<file path="config.mk">
export PLATFORM = sky130hd
export DESIGN_NAME = rom_bank_mapper_scanline_irq_unit
export DESIGN_NICKNAME = d
export VERILOG_FILES = /design/src/hw/rtl/rbm_pkg.sv /design/src/hw/rtl/rom_bank_mapper_scanline_irq_unit.sv
export SDC_FILE = /design/constraint.sdc
export NUM_CORES = 1
export LEC_CHECK = 0
export ABC_AREA = 1
export BUFFER_PORTS_ARGS = -buffer_cell sky130_fd_sc_hd__clkbuf_2
export CAP_MARGIN = 30
export CORE_MARGIN = 4
export CORE_UTILIZATION = 45
export DETAILED_ROUTE_END_ITERATION = 6
export PLACE_DENSITY_LB_ADDON = 0.2
export SLEW_MARGIN = 20
export SYNTH_ARGS = -nofsm -noshare
export SYNTH_HDL_FRONTEND = slang
export SYNTH_SLANG_ARGS = --single-unit
</file>
<file path="constraint.sdc">
create_clock -name clk -period 6.8 [get_ports clk]
set_clock_uncertainty 0.05 [all_clocks]
set_input_delay 1.36 -clock clk [delete_from_list [all_inputs] [get_ports clk]]
set_output_delay 1.36 -clock clk [all_outputs]
set_load 0.01 [all_outputs]
</file>
<file path="src/hw/rtl/rbm_pkg.sv">
`timescale 1ns / 1ps

package rbm_pkg;

  // CPU write decode: address bits 15..13 and bit 0
  localparam logic [15:0] ADDR_DECODE_MASK = 16'hE001;

  localparam logic [15:0] ADDR_BANK_SELECT = 16'h8000;
  localparam logic [15:0] ADDR_BANK_DATA   = 16'h8001;
  localparam logic [15:0] ADDR_MIRROR      = 16'hA000;
  localparam logic [15:0] ADDR_IRQ_LATCH   = 16'hC000;
  localparam logic [15:0] ADDR_IRQ_RELOAD  = 16'hC001;
  localparam logic [15:0] ADDR_IRQ_DISABLE = 16'hE000;
  localparam logic [15:0] ADDR_IRQ_ENABLE  = 16'hE001;

  // PPU addresses at or above this are palette accesses and are not watched
  localparam logic [15:0] PPU_PALETTE_BASE = 16'h3F00;
  localparam int unsigned PPU_A12_BIT      = 12;

  localparam int unsigned NUM_BANK_REGS = 8;
  localparam int unsigned BANK_IDX_W    = 3;

  typedef enum logic {
    OP_CPU_WRITE = 1'b0,
    OP_PPU_WATCH = 1'b1
  } op_t;

  // APB register index (byte address / 4)
  typedef enum logic {
    REG_PRG_BANK_COUNT = 1'b0,
    REG_UNUSED         = 1'b1
  } reg_idx_t;

  localparam logic [7:0] PRG_BANK_COUNT_RESET = 8'd2;

endpackage

</file>
<file path="src/hw/rtl/rom_bank_mapper_scanline_irq_unit.sv">
`timescale 1ns / 1ps

// Cartridge bank mapper with scanline interrupt counter.
//
// Input channel (in_valid / in_stall) carries one item per cycle while in_stall is low: either a CPU
// write to the mapper registers (in_op = 0) or an observation of the PPU
// address bus (in_op = 1). Each accepted item produces exactly one result on
// the output channel (out_valid / out_stall): the bank map, mirroring and IRQ
// line as they stand after the item has been applied.
//
// The item is applied to the mapper state and the result is captured in the output register
// at the accepting edge, so it appears on the output in the next cycle. Throughput is one
// item per cycle; the only storage between the channels is the output register,
// so in_stall is raised only while a result is held and the receiver stalls.
//
// Reset (rst_n low, synchronous) clears all bank registers, modes, IRQ state
// and the A12 filter, sets prg_bank_count to 2 and empties the output register.
// prg_bank_count is written through the APB port at byte address 0; the user must do so
// only while the block is idle, which the block itself does not enforce.
module rom_bank_mapper_scanline_irq_unit
  import rbm_pkg::*;
#(
  parameter int unsigned FILTER_STEPS = 16
) (
  input  logic        clk,
  input  logic        rst_n,

  input  logic        in_valid,
  output logic        in_stall,
  input  logic        in_op,
  input  logic [15:0] in_addr,
  input  logic [7:0]  in_value,

  output logic        out_valid,
  input  logic        out_stall,
  output logic [31:0] out_prg_bank_map,
  output logic [63:0] out_chr_bank_map,
  output logic        out_mirror_vertical,
  output logic        out_irq_pending,

  input  logic        psel,
  input  logic        penable,
  input  logic        pwrite,
  input  logic [2:0]  paddr,
  input  logic [31:0] pwdata,
  output logic [31:0] prdata,
  output logic        pready
);

  localparam int unsigned FILT_W = $clog2(FILTER_STEPS + 1);

  // mapper state
  logic [7:0]            bank_regs_r [NUM_BANK_REGS];
  logic [7:0]            bank_regs_nxt [NUM_BANK_REGS];
  logic [BANK_IDX_W-1:0] bank_index_r, bank_index_nxt;
  logic                  prg_mode_r, prg_mode_nxt;
  logic                  chr_mode_r, chr_mode_nxt;
  logic                  mirror_r, mirror_nxt;
  logic [7:0]            reload_value_r, reload_value_nxt;
  logic                  reload_req_r, reload_req_nxt;
  logic                  irq_enable_r, irq_enable_nxt;
  logic [7:0]            line_cnt_r, line_cnt_nxt;
  logic [FILT_W-1:0]     filter_r, filter_nxt;
  logic                  last_a12_r, last_a12_nxt;
  logic                  irq_flag_r, irq_flag_nxt;
  logic [7:0]            prg_count_r;

  // output register
  logic        out_valid_r;
  logic [31:0] prg_map_r, prg_map_nxt;
  logic [63:0] chr_map_r, chr_map_nxt;
  logic        mirror_out_r;
  logic        irq_out_r;

  logic       accept;
  logic       cfg_wr;
  reg_idx_t   cfg_idx;
  logic       a12;
  logic       a12_rise;
  logic [7:0] last0, last1;
  logic [7:0] r0lo, r0hi, r1lo, r1hi;

  assign in_stall = out_valid_r & out_stall;
  assign accept   = in_valid & ~in_stall;

  assign pready  = 1'b1;
  assign cfg_idx = reg_idx_t'(paddr[2]);
  assign cfg_wr  = psel & penable & pwrite & (cfg_idx == REG_PRG_BANK_COUNT);
  assign prdata  = (cfg_idx == REG_PRG_BANK_COUNT) ? {24'd0, prg_count_r} : 32'd0;

  assign a12      = in_addr[PPU_A12_BIT];
  assign a12_rise = a12 & ~last_a12_r;

  always_comb begin
    bank_regs_nxt    = bank_regs_r;
    bank_index_nxt   = bank_index_r;
    prg_mode_nxt     = prg_mode_r;
    chr_mode_nxt     = chr_mode_r;
    mirror_nxt       = mirror_r;
    reload_value_nxt = reload_value_r;
    reload_req_nxt   = reload_req_r;
    irq_enable_nxt   = irq_enable_r;
    line_cnt_nxt     = line_cnt_r;
    filter_nxt       = filter_r;
    last_a12_nxt     = last_a12_r;
    irq_flag_nxt     = irq_flag_r;

    if (op_t'(in_op) == OP_CPU_WRITE) begin
      case (in_addr & ADDR_DECODE_MASK)
        ADDR_BANK_SELECT: begin
          bank_index_nxt = in_value[BANK_IDX_W-1:0];
          prg_mode_nxt   = in_value[6];
          chr_mode_nxt   = in_value[7];
        end
        ADDR_BANK_DATA:   bank_regs_nxt[bank_index_r] = in_value;
        ADDR_MIRROR:      mirror_nxt = in_value[0];
        ADDR_IRQ_LATCH:   reload_value_nxt = in_value;
        ADDR_IRQ_RELOAD:  reload_req_nxt = 1'b1;
        ADDR_IRQ_DISABLE: begin
          irq_enable_nxt = 1'b0;
          irq_flag_nxt   = 1'b0;
        end
        ADDR_IRQ_ENABLE:  irq_enable_nxt = 1'b1;
        default: ;
      endcase
    end else if (in_addr < PPU_PALETTE_BASE) begin
      if (a12_rise) begin
        // filter at zero means enough watched fetches since the last rise: count a scanline
        if (filter_r == '0) begin
          if (line_cnt_r == 8'd0 && irq_enable_r) irq_flag_nxt = 1'b1;
          if (line_cnt_r == 8'd0 || reload_req_r) begin
            line_cnt_nxt   = reload_value_r;
            reload_req_nxt = 1'b0;
          end else begin
            line_cnt_nxt = line_cnt_r - 8'd1;
          end
        end
        filter_nxt = FILT_W'(FILTER_STEPS);
      end else if (filter_r != '0) begin
        filter_nxt = filter_r - FILT_W'(1);
      end
      last_a12_nxt = a12;
    end
  end

  // bank map from the post-item state
  assign last0 = {prg_count_r[6:0], 1'b0} - 8'd2;
  assign last1 = {prg_count_r[6:0], 1'b1} - 8'd2;
  assign r0lo  = {bank_regs_nxt[0][7:1], 1'b0};
  assign r0hi  = {bank_regs_nxt[0][7:1], 1'b1};
  assign r1lo  = {bank_regs_nxt[1][7:1], 1'b0};
  assign r1hi  = {bank_regs_nxt[1][7:1], 1'b1};

  always_comb begin
    if (!prg_mode_nxt) begin
      prg_map_nxt = {last1, last0, bank_regs_nxt[7], bank_regs_nxt[6]};
    end else begin
      prg_map_nxt = {last1, bank_regs_nxt[6], bank_regs_nxt[7], last0};
    end
    if (!chr_mode_nxt) begin
      chr_map_nxt = {bank_regs_nxt[5], bank_regs_nxt[4], bank_regs_nxt[3], bank_regs_nxt[2],
                     r1hi, r1lo, r0hi, r0lo};
    end else begin
      chr_map_nxt = {r1hi, r1lo, r0hi, r0lo,
                     bank_regs_nxt[5], bank_regs_nxt[4], bank_regs_nxt[3], bank_regs_nxt[2]};
    end
  end

  always_ff @(posedge clk) begin
    if (!rst_n) begin
      for (int i = 0; i < NUM_BANK_REGS; i++) bank_regs_r[i] <= 8'd0;
      bank_index_r   <= '0;
      prg_mode_r     <= 1'b0;
      chr_mode_r     <= 1'b0;
      mirror_r       <= 1'b0;
      reload_value_r <= 8'd0;
      reload_req_r   <= 1'b0;
      irq_enable_r   <= 1'b0;
      line_cnt_r     <= 8'd0;
      filter_r       <= '0;
      last_a12_r     <= 1'b0;
      irq_flag_r     <= 1'b0;
    end else if (accept) begin
      bank_regs_r    <= bank_regs_nxt;
      bank_index_r   <= bank_index_nxt;
      prg_mode_r     <= prg_mode_nxt;
      chr_mode_r     <= chr_mode_nxt;
      mirror_r       <= mirror_nxt;
      reload_value_r <= reload_value_nxt;
      reload_req_r   <= reload_req_nxt;
      irq_enable_r   <= irq_enable_nxt;
      line_cnt_r     <= line_cnt_nxt;
      filter_r       <= filter_nxt;
      last_a12_r     <= last_a12_nxt;
      irq_flag_r     <= irq_flag_nxt;
    end
  end

  always_ff @(posedge clk) begin
    if (!rst_n) begin
      prg_count_r <= PRG_BANK_COUNT_RESET;
    end else if (cfg_wr) begin
      prg_count_r <= pwdata[7:0];
    end
  end

  always_ff @(posedge clk) begin
    if (!rst_n) begin
      out_valid_r <= 1'b0;
    end else if (accept) begin
      out_valid_r <= 1'b1;
    end else if (!out_stall) begin
      out_valid_r <= 1'b0;
    end
  end

  always_ff @(posedge clk) begin
    if (accept) begin
      prg_map_r    <= prg_map_nxt;
      chr_map_r    <= chr_map_nxt;
      mirror_out_r <= mirror_nxt;
      irq_out_r    <= irq_flag_nxt;
    end
  end

  assign out_valid           = out_valid_r;
  assign out_prg_bank_map    = prg_map_r;
  assign out_chr_bank_map    = chr_map_r;
  assign out_mirror_vertical = mirror_out_r;
  assign out_irq_pending     = irq_out_r;

endmodule

</file>
==> impl_metrics.tcl, run 1 <==
set metrics [dict create \
    status "complete, no violations" \
    grt_most_used_layer "met2" \
    seq_area_frac_synth 0.538 \
    met2_usage 0.292 \
    syn_area_per_cell_sq_um 8.48 \
    drc 0 \
    drv_cap 0 \
    fin_crit_sh 0.481 \
    hold_slack_ns 0.413 \
    internal_power_mw 1.97 \
    pwr-share-clk 0.367 \
    postCtsSetupRepairBufs 0 \
    cts_resized 0 \
    critPathMaxFanout 71 \
    clock.fmax_ghz 0.306 \
    rsz0062_at_grt "false" \
    globalRouteMet3Util 0.0386 \
    die_area_sq_um 22800 \
    io_pins 200 \
    cts_root_buffer "clkbuf_16" \
    post_route_cells_drive_above_1_share 0.192 \
    cts_tree "built" \
    via_count 6970 \
    grt_pass1_vias 6283 \
    setup_tns_ns 0 \
    antenna_cells 0 \
    insertion_delay_ns 0.43 \
    synth_area_sq_um 9210 \
    finalMaxSlewViolations 0 \
    clockBufferDepth 2 \
    hp-class "reg -> reg" \
    p_per_area_nw_per_um2 254 \
    syn_inst 1086 \
    overflow 0 \
    die_y_um 151 \
    grt_max_degree 72 \
    htree_levels 4 \
    wl_mm 19.7 \
    grt_pass1_wl_mm 31.7 \
    grtUsageTotal 0.176 \
    cp_data_arrival_time_ns 3.58 \
    drt_pass1_iterations 5 \
    nNetsFinal 1271 \
    endpoint_kind "flop" \
    die_w_um 151 \
    tightest_slew_ns 0.878 \
    use_met1 0.233 \
    place_inst 1451 \
    wl_per_cell_um 13.3 \
    period_needed_ns 3.27 \
    switching_share 0.262 \
    path_class "in -> reg" \
    routed_via_density 4.70 \
    cts.sinks 199 \
    combPwrFrac 0.120 \
    cts.reportedPaths.clkPinSlew_ns 0.07 \
    required_ns 7.11 \
    relSlewSlack 0.414 \
    p_switching_uw 699 \
    stdcell_count 1483 \
    gp_congestion 0.767 \
    num_rows 52 \
    core_area_sq_um 20200 \
    power_frac_seq 0.514 \
    start_util 0.457 \
    drt-initial-drc-count 465 \
    p_leak_nw 5.00 \
    ant_nets 0 \
    peakVddDrop_mv 0.179 \
    dp_hpwl_mm 13.5 \
    io_buffers 140 \
    hold_violations 0 \
    setup_viol 0 \
    antenna_found_initial 0 \
    numCtsBuffers 17 \
    start_kind "input port" \
    synthDistinctLibCells 37 \
    synth-seq-cells 199 \
    cts-hold-fix-buffers 0 \
    synthToLayoutAreaGrowth_pct 14.1 \
    ys_warn_count 0 \
]
==> cells by family after synthesis <==
family	Yosys count	synth area share
compound gates	270	0.160
xor+xnor	7	0.00666
fa+ha+maj	4	0.00543
buf+inv	228	0.113
flops	199	0.538
other cells	2	0.000815
simple gates	376	0.177
==> per-stage QoR <==
step | cell area [sq um] | worst slack, ns | util | power, mW
global route | 10500 | 3.27 | 0.521 | 2.80
finish | 10500 | 3.53 | 0.521 | 2.67
detailed placement | 9950 | 3.09 | 0.493 | 1.72
floorplan | 9300 | 1.54 | - | 1.62
CTS | 10500 | 3.54 | 0.521 | 2.69
global placement | 9920 | 2.69 | 0.492 | 1.71
==> layout make-up <==
type	instances	area [sq um]
clock buffers	19	433
repair buffers	145	758
multi-input cells	683	3310
clock inverters	13	135
well taps	270	338
flip-flops and latches	199	4950
inverters	154	583
fillers	1924	9660
==> cell usage after synthesis <==
master	number	area share
a211oi_1	2	0.0016
a21oi_1	70	0.038
a21oi_2	4	0.0038
and2_1	1	0.00068
buf_1	5	0.0020
buf_2	8	0.0043
buf_4	29	0.024
buf_6	8	0.0098
clkbuf_1	21	0.0086
clkbuf_2	3	0.0016
clkinv_1	1	0.00041
conb_1	2	0.00082
dfxtp_1	102	0.22
edfxtp_1	97	0.32
ha_1	4	0.0054
inv_1	149	0.061
inv_2	4	0.0016
nand2_1	227	0.092
nand2_2	4	0.0027
nand3_1	20	0.011
nand3_2	2	0.0022
nand3_4	8	0.015
nand3b_1	1	0.00082
nand4_1	3	0.0020
nor2_1	97	0.040
nor2_2	4	0.0027
nor2_8	1	0.0022
nor3_1	3	0.0016
nor3_2	1	0.0011
o211ai_1	1	0.00082
o21ai_0	110	0.060
o21ai_1	59	0.032
o21ai_2	23	0.022
o21ai_4	1	0.0018
or2_2	4	0.0027
xnor2_1	1	0.00095
xor2_1	6	0.0057
==> final timing paths <==
kind	startpoint	endpoint	slack [ns]	cells past startpoint
worst max-delay path	out_stall	bank_regs_r[6]	3.53	7
worst min-delay path	reload_value_r[3]	reload_value_r[3]	0.41	2
worst max register to register	out_valid	bank_regs_r[6]	4.24	6
worst min register to register	reload_value_r[3]	reload_value_r[3]	0.41	2
==> cells in the final DEF, fill, tap and decap left out, types with 4 or more instances in the layout <==
master and count:
clkbuf_2 140, nand3_4 8, buf_4 4, clkbuf_16 17, nand3_1 20, a21oi_1 70, o21ai_2 23, o21ai_0 110
ha_1 4, xor2_1 6, o21ai_1 59, inv_1 149, nor2_1 97, inv_2 4, conb_1 26, inv_6 6
nand2_1 226, a21oi_2 4, edfxtp_1 97, nor2_2 4, nand2_2 5, dfxtp_1 102, or2_2 4
==> power by group through the flow <==
stage	clock network [mW]	registers, mW	logic, mW
2_1_floorplan	0	1.42	0.199
3_3_place_gp	0	1.40	0.314
3_5_place_dp	0	1.40	0.323
4_1_cts	1.00	1.37	0.324
5_1_grt	1.06	1.38	0.367
6_report	0.977	1.37	0.319
==> layer usage <==
metal | up-vias | wire [um]
li1 | 3700 | -
met1 | 3082 | 8900
met2 | 173 | 9320
met3 | 15 | 1260
met4 | 0 | 221
met5 | - | 0
==> worst max-delay path, stage by stage <==
cell and delay [ns]:
clkbuf_2 0.08, nand2_1 0.12, nand2_2 0.38, inv_6 0.60, buf_4 0.62, o21ai_0 0.17
a21oi_1 0.16
==> state kept, by name, summed over array words and instances, names as in the netlist, 3 cells and up <==
signal	flops
bank_index_r	3
bank_regs_r	62
filter_r	5
line_cnt_r	8
out_chr_bank_map	64
out_prg_bank_map	31
prg_count_r	8
reload_value_r	8
(Power assumes the default switching activity.)
==> inputs of run 2 (changes only) <==
--- a/config.mk
+++ b/config.mk
@@ -5,7 +5,7 @@
 export SDC_FILE = /design/constraint.sdc
 export NUM_CORES = 1
 export LEC_CHECK = 0
-export ABC_AREA = 1
+export ABC_AREA = 0
 export BUFFER_PORTS_ARGS = -buffer_cell sky130_fd_sc_hd__clkbuf_2
 export CAP_MARGIN = 30
 export CORE_MARGIN = 4
==> constraint.sdc (replaced) <==
create_clock -name clk -period 2.75 [get_ports clk]
set_clock_uncertainty 0.05 [all_clocks]
set_input_delay 0.55 -clock clk [delete_from_list [all_inputs] [get_ports clk]]
set_output_delay 0.55 -clock clk [all_outputs]
set_load 0.01 [all_outputs]
==> run 2 against run 1 <==
Area after synthesis fell by 1.8%; global-route usage grew 1.4 points; first-iteration DRC count rose by 7.7%; worst setup slack got worse by 3.2 ns; critical path type unchanged; routed wire length grew 8.7%; highest routed layer unchanged.
==> impl_metrics.tcl, run 2 <==
set metrics [dict create \
    status "complete, no violations" \
    rsz0062_at_grt "false" \
    nNetsFinal 1037 \
    cp_data_arrival_time_ns 2.66 \
    hp-class "in -> reg" \
    dp_hpwl_mm 14.2 \
    globalRouteMet3Util 0.0409 \
    start_util 0.462 \
    async_reset_ff_frac 0 \
    setup_ws_ns 0.335 \
    syn_area_per_cell_sq_um 11.0 \
    placed_cell_area_sq_um 10100 \
    synth_top_cell_area_share 0.322 \
    gp_congestion 0.808 \
    synthDistinctLibCells 64 \
    power.total_mw 6.17 \
    routed_via_density 5.31 \
    r2r-end "line_cnt_r[5]" \
    p_per_area_nw_per_um2 579 \
    finalMaxSlewViolations 0 \
    num_rows 51 \
    met2_usage 0.310 \
    synth-edff-count 97 \
    final_core_util 0.544 \
    via_count 6606 \
    io_buffers 140 \
    grtUsageTotal 0.190 \
    setup_viol 0 \
    cts_resized 0 \
    regToRegSetupSlack_ns 0.50 \
    peakVddDrop_mv 0.406 \
    grt_most_used_layer "met2" \
    seqCellArea_sq_um 4950 \
    die_w_um 150 \
    setup_tns_ns 0 \
    clockBufferDepth 2 \
    synth-main-ff-cell "dfxtp_1" \
    wl_mm 21.4 \
    htree_levels 4 \
    antenna_cells 0 \
    core_area_sq_um 19600 \
    post_route_cells_drive_above_1_share 0.276 \
    critPathMaxFanout 14 \
    drt-initial-drc-count 501 \
    relSlewSlack 0.401 \
    synthTopCellsByArea "edfxtp_1, dfxtp_1, mux2i_1" \
    period_needed_ns 2.42 \
    cts.sinks 199 \
    wl_per_cell_um 17.2 \
    synthToLayoutAreaGrowth_pct 17.8 \
    stdcell_area_sq_um 10700 \
    numCtsBuffers 17 \
    drc 0 \
    syn_inst 824 \
    hold_violations 0 \
    reg2reg_from "filter_r[0]" \
    endpoint_kind "flop" \
    clock.fmax_ghz 0.414 \
    fin_crit_sh 0.878 \
    hold_end "prg_count_r[7]" \
    reg2reg_depth 7 \
    place_inst 1212 \
    postCtsSetupRepairBufs 0 \
    use_met1 0.259 \
    die_area_sq_um 22400 \
    antenna_found_initial 0 \
    seq_area_frac_synth 0.548 \
    cts-hold-fix-buffers 0 \
    worstHoldStart "pwdata[7]" \
    pre_cts_ws_ns -0.0830 \
    insertion_delay_ns 0.42 \
    hold_slack_ns 0.296 \
    stdcell_count 1244 \
    grt_pass1_vias 6249 \
    cts_root_buffer "clkbuf_16" \
    grt_max_degree 54 \
    io_pins 200 \
    ant_nets 0 \
    start_kind "input port" \
    final_common_cell "clkbuf_2" \
    drt_pass1_iterations 5 \
    final_cell_mix "clkbuf_2, dfxtp_1, edfxtp_1, nand2_1, mux2i_1" \
    ys_warn_count 0 \
    synth_area_sq_um 9050 \
    largest_reg_flops 64 \
    fill_cells 1767 \
    synth_most_common_cell "dfxtp_1" \
    cts.reportedPaths.clkPinSlew_ns 0.07 \
    multiInputGateArea_sq_um 3720 \
    hold_depth 3 \
    required_ns 2.99 \
    die_y_um 150 \
    cts_tree "built" \
    synth_common_cells "dfxtp_1, edfxtp_1, nand2_1" \
    tightest_slew_ns 0.873 \
    synth-seq-cells 199 \
    drv_cap 0 \
    grt_pass1_wl_mm 33.7 \
    yosys.area.top_type "edfxtp_1" \
    overflow 0 \
    path_class "in -> reg" \
    p_leak_nw 4.28 \
]
run 2: cell types whose count changed after synthesis, sizes merged, moves of 22 or more:
cell / previous run / this run
mux2i: 0 / 73
o221a: 0 / 57
nor2b: 0 / 22
or3: 0 / 30
inv: 153 / 16
nor2: 102 / 64
o21ai: 193 / 10
nand2: 231 / 93
run 2: cell families after synthesis:
logic type                 after synthesis  share of synthesized area
buffers and inverters                   91                     0.0534
and+or+nand+nor                        288                      0.156
xor gates and xnor gates                 5                    0.00484
other                                    2                   0.000830
DFF                                    199                      0.548
AOI/OAI and AO/OA                      152                      0.134
adders and majority gates                4                    0.00553
muxes                                   83                     0.0986
run 2: critical path: stages:
cell      delay (ns)
clkbuf_2        0.09
nor2_2          0.14
and4bb_1        0.33
mux2i_2         0.29
buf_12          0.18
mux2i_1         0.74
o221a_1         0.33
run 2: worst max path at each step:
stage,startpoint,end,cells past startpoint
2_1_floorplan,in_op,out_chr_bank_map[22],9
3_3_place_gp,in_addr[0],out_chr_bank_map[31],7
3_5_place_dp,in_addr[0],out_chr_bank_map[35],7
4_1_cts,in_addr[0],out_chr_bank_map[36],7
5_1_grt,in_addr[0],out_chr_bank_map[33],7
6_report,in_addr[0],out_chr_bank_map[25],7
run 2: layer usage:
| metal | vias up | share of wire |
|---|---|---|
| met5 | - | 0 |
| met4 | 0 | 0.013 |
| met3 | 24 | 0.058 |
| met2 | 194 | 0.48 |
| met1 | 3126 | 0.45 |
| li1 | 3262 | - |
run 2: final cells by class:
class | count | area share
Timing Repair Buffer | 174 | 0.0943
Clock buffer | 21 | 0.0422
Inverter | 16 | 0.00563
Multi-Input combinational cell | 558 | 0.349
Tap cell | 265 | 0.0311
Clock inverter | 11 | 0.0135
Sequential cell | 199 | 0.465
run 2: where the power goes:
group          internal (mW)  switching (mW)
clock network           1.46            1.08
logic                  0.142           0.272
registers               3.19          0.0262
total                   4.79            1.38
==> inputs of run 3 (changes only) <==
--- a/config.mk
+++ b/config.mk
@@ -5,7 +5,7 @@
 export SDC_FILE = /design/constraint.sdc
 export NUM_CORES = 1
 export LEC_CHECK = 0
-export ABC_AREA = 0
+export ABC_AREA = 1
 export BUFFER_PORTS_ARGS = -buffer_cell sky130_fd_sc_hd__clkbuf_2
 export CAP_MARGIN = 30
 export CORE_MARGIN = 4
==> run 3 against run 2 <==
Count of clock-buffer cells in the layout is 3 lower; critical path depth fell by 1; via count rose by 7.4%; global-route usage shrank 1.2 points; combinational power grew 93%; utilization decreased by 2.1 points; register-to-register slack better by 0.36 ns; critical endpoint is now out_chr_bank_map[56]; hold slack improved by 0.022 ns; sequential share of layout area increased by 0.43 points; cell count increased by 20%; sequential cell count unchanged.
==> impl_metrics.tcl, run 3 (synthesized netlist as in run 1, its figures left out) <==
set metrics [dict create \
    htree_levels 4 \
    overflow 0 \
    drt_pass1_iterations 5 \
    placed_cell_area_sq_um 10000 \
    setup_tns_ns 0 \
    nNetsFinal 1277 \
    antenna_cells 0 \
    drt-initial-drc-count 529 \
    cts_tree "built" \
    die_y_um 151 \
    peakVddDrop_mv 0.468 \
    grt_pass1_vias 6471 \
    p_per_area_nw_per_um2 625 \
    drc 0 \
    grt_max_degree 87 \
    wl_per_cell_um 13.3 \
    finalMaxSlewViolations 0 \
    cts-hold-fix-buffers 0 \
    route.met2.wl_mm 9.40 \
    rsz0062_at_grt "false" \
    wl_met3_um 971 \
    die_w_um 151 \
    grtUsageTotal 0.178 \
    fin_crit_sh 0.687 \
    p_leak_nw 5.02 \
    numCtsBuffers 17 \
    start_kind "flop" \
    dp_hpwl_mm 13.5 \
    cp_data_arrival_time_ns 2.02 \
    period_needed_ns 1.89 \
    cts_root_buffer "clkbuf_16" \
    wl_mm 19.8 \
    die_area_sq_um 22800 \
    routed_via_density 4.76 \
    routed.top_layer "met4" \
    post_route_cells_drive_above_1_share 0.196 \
    met1_length_mm 9.07 \
    largest_reg_flops 64 \
    hold_violations 0 \
    required_ns 2.88 \
    final_common_cell "nand2_1" \
    insertion_delay_ns 0.43 \
    setup_viol 0 \
    clockBufferDepth 2 \
    io_pins 200 \
    cts.reportedPaths.clkPinSlew_ns 0.07 \
    via_count 7093 \
    tightest_slew_ns 0.647 \
    final_cell_mix "nand2_1, inv_1, clkbuf_2, o21ai_0, dfxtp_1" \
    status "complete, no violations" \
    io_buffers 140 \
    clock.fmax_ghz 0.529 \
    num_rows 52 \
    cts_resized 0 \
    hp-class "in -> reg" \
    cts.sinks 199 \
    grt_pass1_wl_mm 32.1 \
    drv_cap 0 \
    antenna_found_initial 0 \
    critPathMaxFanout 16 \
    postCtsSetupRepairBufs 0 \
    start_util 0.457 \
    power.total_mw 6.60 \
    stdcell_area_sq_um 10600 \
    endpoint_kind "flop" \
    gp_congestion 0.804 \
    synthToLayoutAreaGrowth_pct 14.7 \
    relSlewSlack 0.569 \
    core_area_sq_um 20200 \
    ant_nets 0 \
    path_class "reg -> reg" \
]
## run 3: changes by cell type in the layout (fill, tap and decap cells not counted), moves of 23 or more
cell,delta
inv_1,+134
mux2i_1,-67
nand2_1,+134
nor2_1,+39
o21ai_0,+101
o21ai_1,+58
o21ai_2,+23
o221a_2,-39
or3_1,-30
## run 3: worst paths after layout
kind / startpoint / slack (ns) / cells after the start / endpoint
worst min-delay path: pwdata[1] / 0.32 / 3 / prg_count_r[1]
worst max register to register: bank_index_r[0] / 0.86 / 6 / out_chr_bank_map[56]
worst max-delay path: bank_index_r[0] / 0.86 / 6 / out_chr_bank_map[56]
worst min register to register: reload_value_r[4] / 0.41 / 2 / reload_value_r[4]
## run 3: per-layer routing
| metal | track usage | vias to the layer above |
|---|---|---|
| li1 | - | 3704 |
| met2 | 0.288 | 147 |
| met1 | 0.239 | 3219 |
| met4 | 0.0648 | 0 |
| met3 | 0.0350 | 23 |
| met5 | 0 | - |
## run 3: cell type report
type,count,area [sq um]
timing repair buffer,151,808
tap,270,338
clock buffer,18,429
multi-input combinational,683,3310
clock inverter,14,139
fill,1936,9610
inverter,154,583
sequential,199,4950
## run 3: where the power goes
part | internal, mW | leakage [nW] | switching, mW
logic | 0.262 | 2.95 | 0.534
registers | 3.33 | 1.80 | 0.0619
clock network | 1.28 | 0.271 | 1.14
total | 4.86 | 5.02 | 1.74
## run 3: critical path: stages (launching register included)
cell and delay, ns:
dfxtp_1 0.36, inv_1 0.06, nor2_2 0.34, nand3_4 0.29, nand2_1 0.11, o21ai_0 0.13
or2_2 0.31
## run 3: per-stage QoR
stage          setup slack (ns)   util  hold slack, ns  instances
2_1_floorplan             0.516      -           0.375       1110
3_3_place_gp              0.494  0.496           0.395       1457
3_5_place_dp              0.450  0.496           0.402       1457
4_1_cts                   0.840  0.524           0.305       1489
5_1_grt                   0.693  0.524           0.304       1489
6_report                  0.860  0.524           0.318       1489
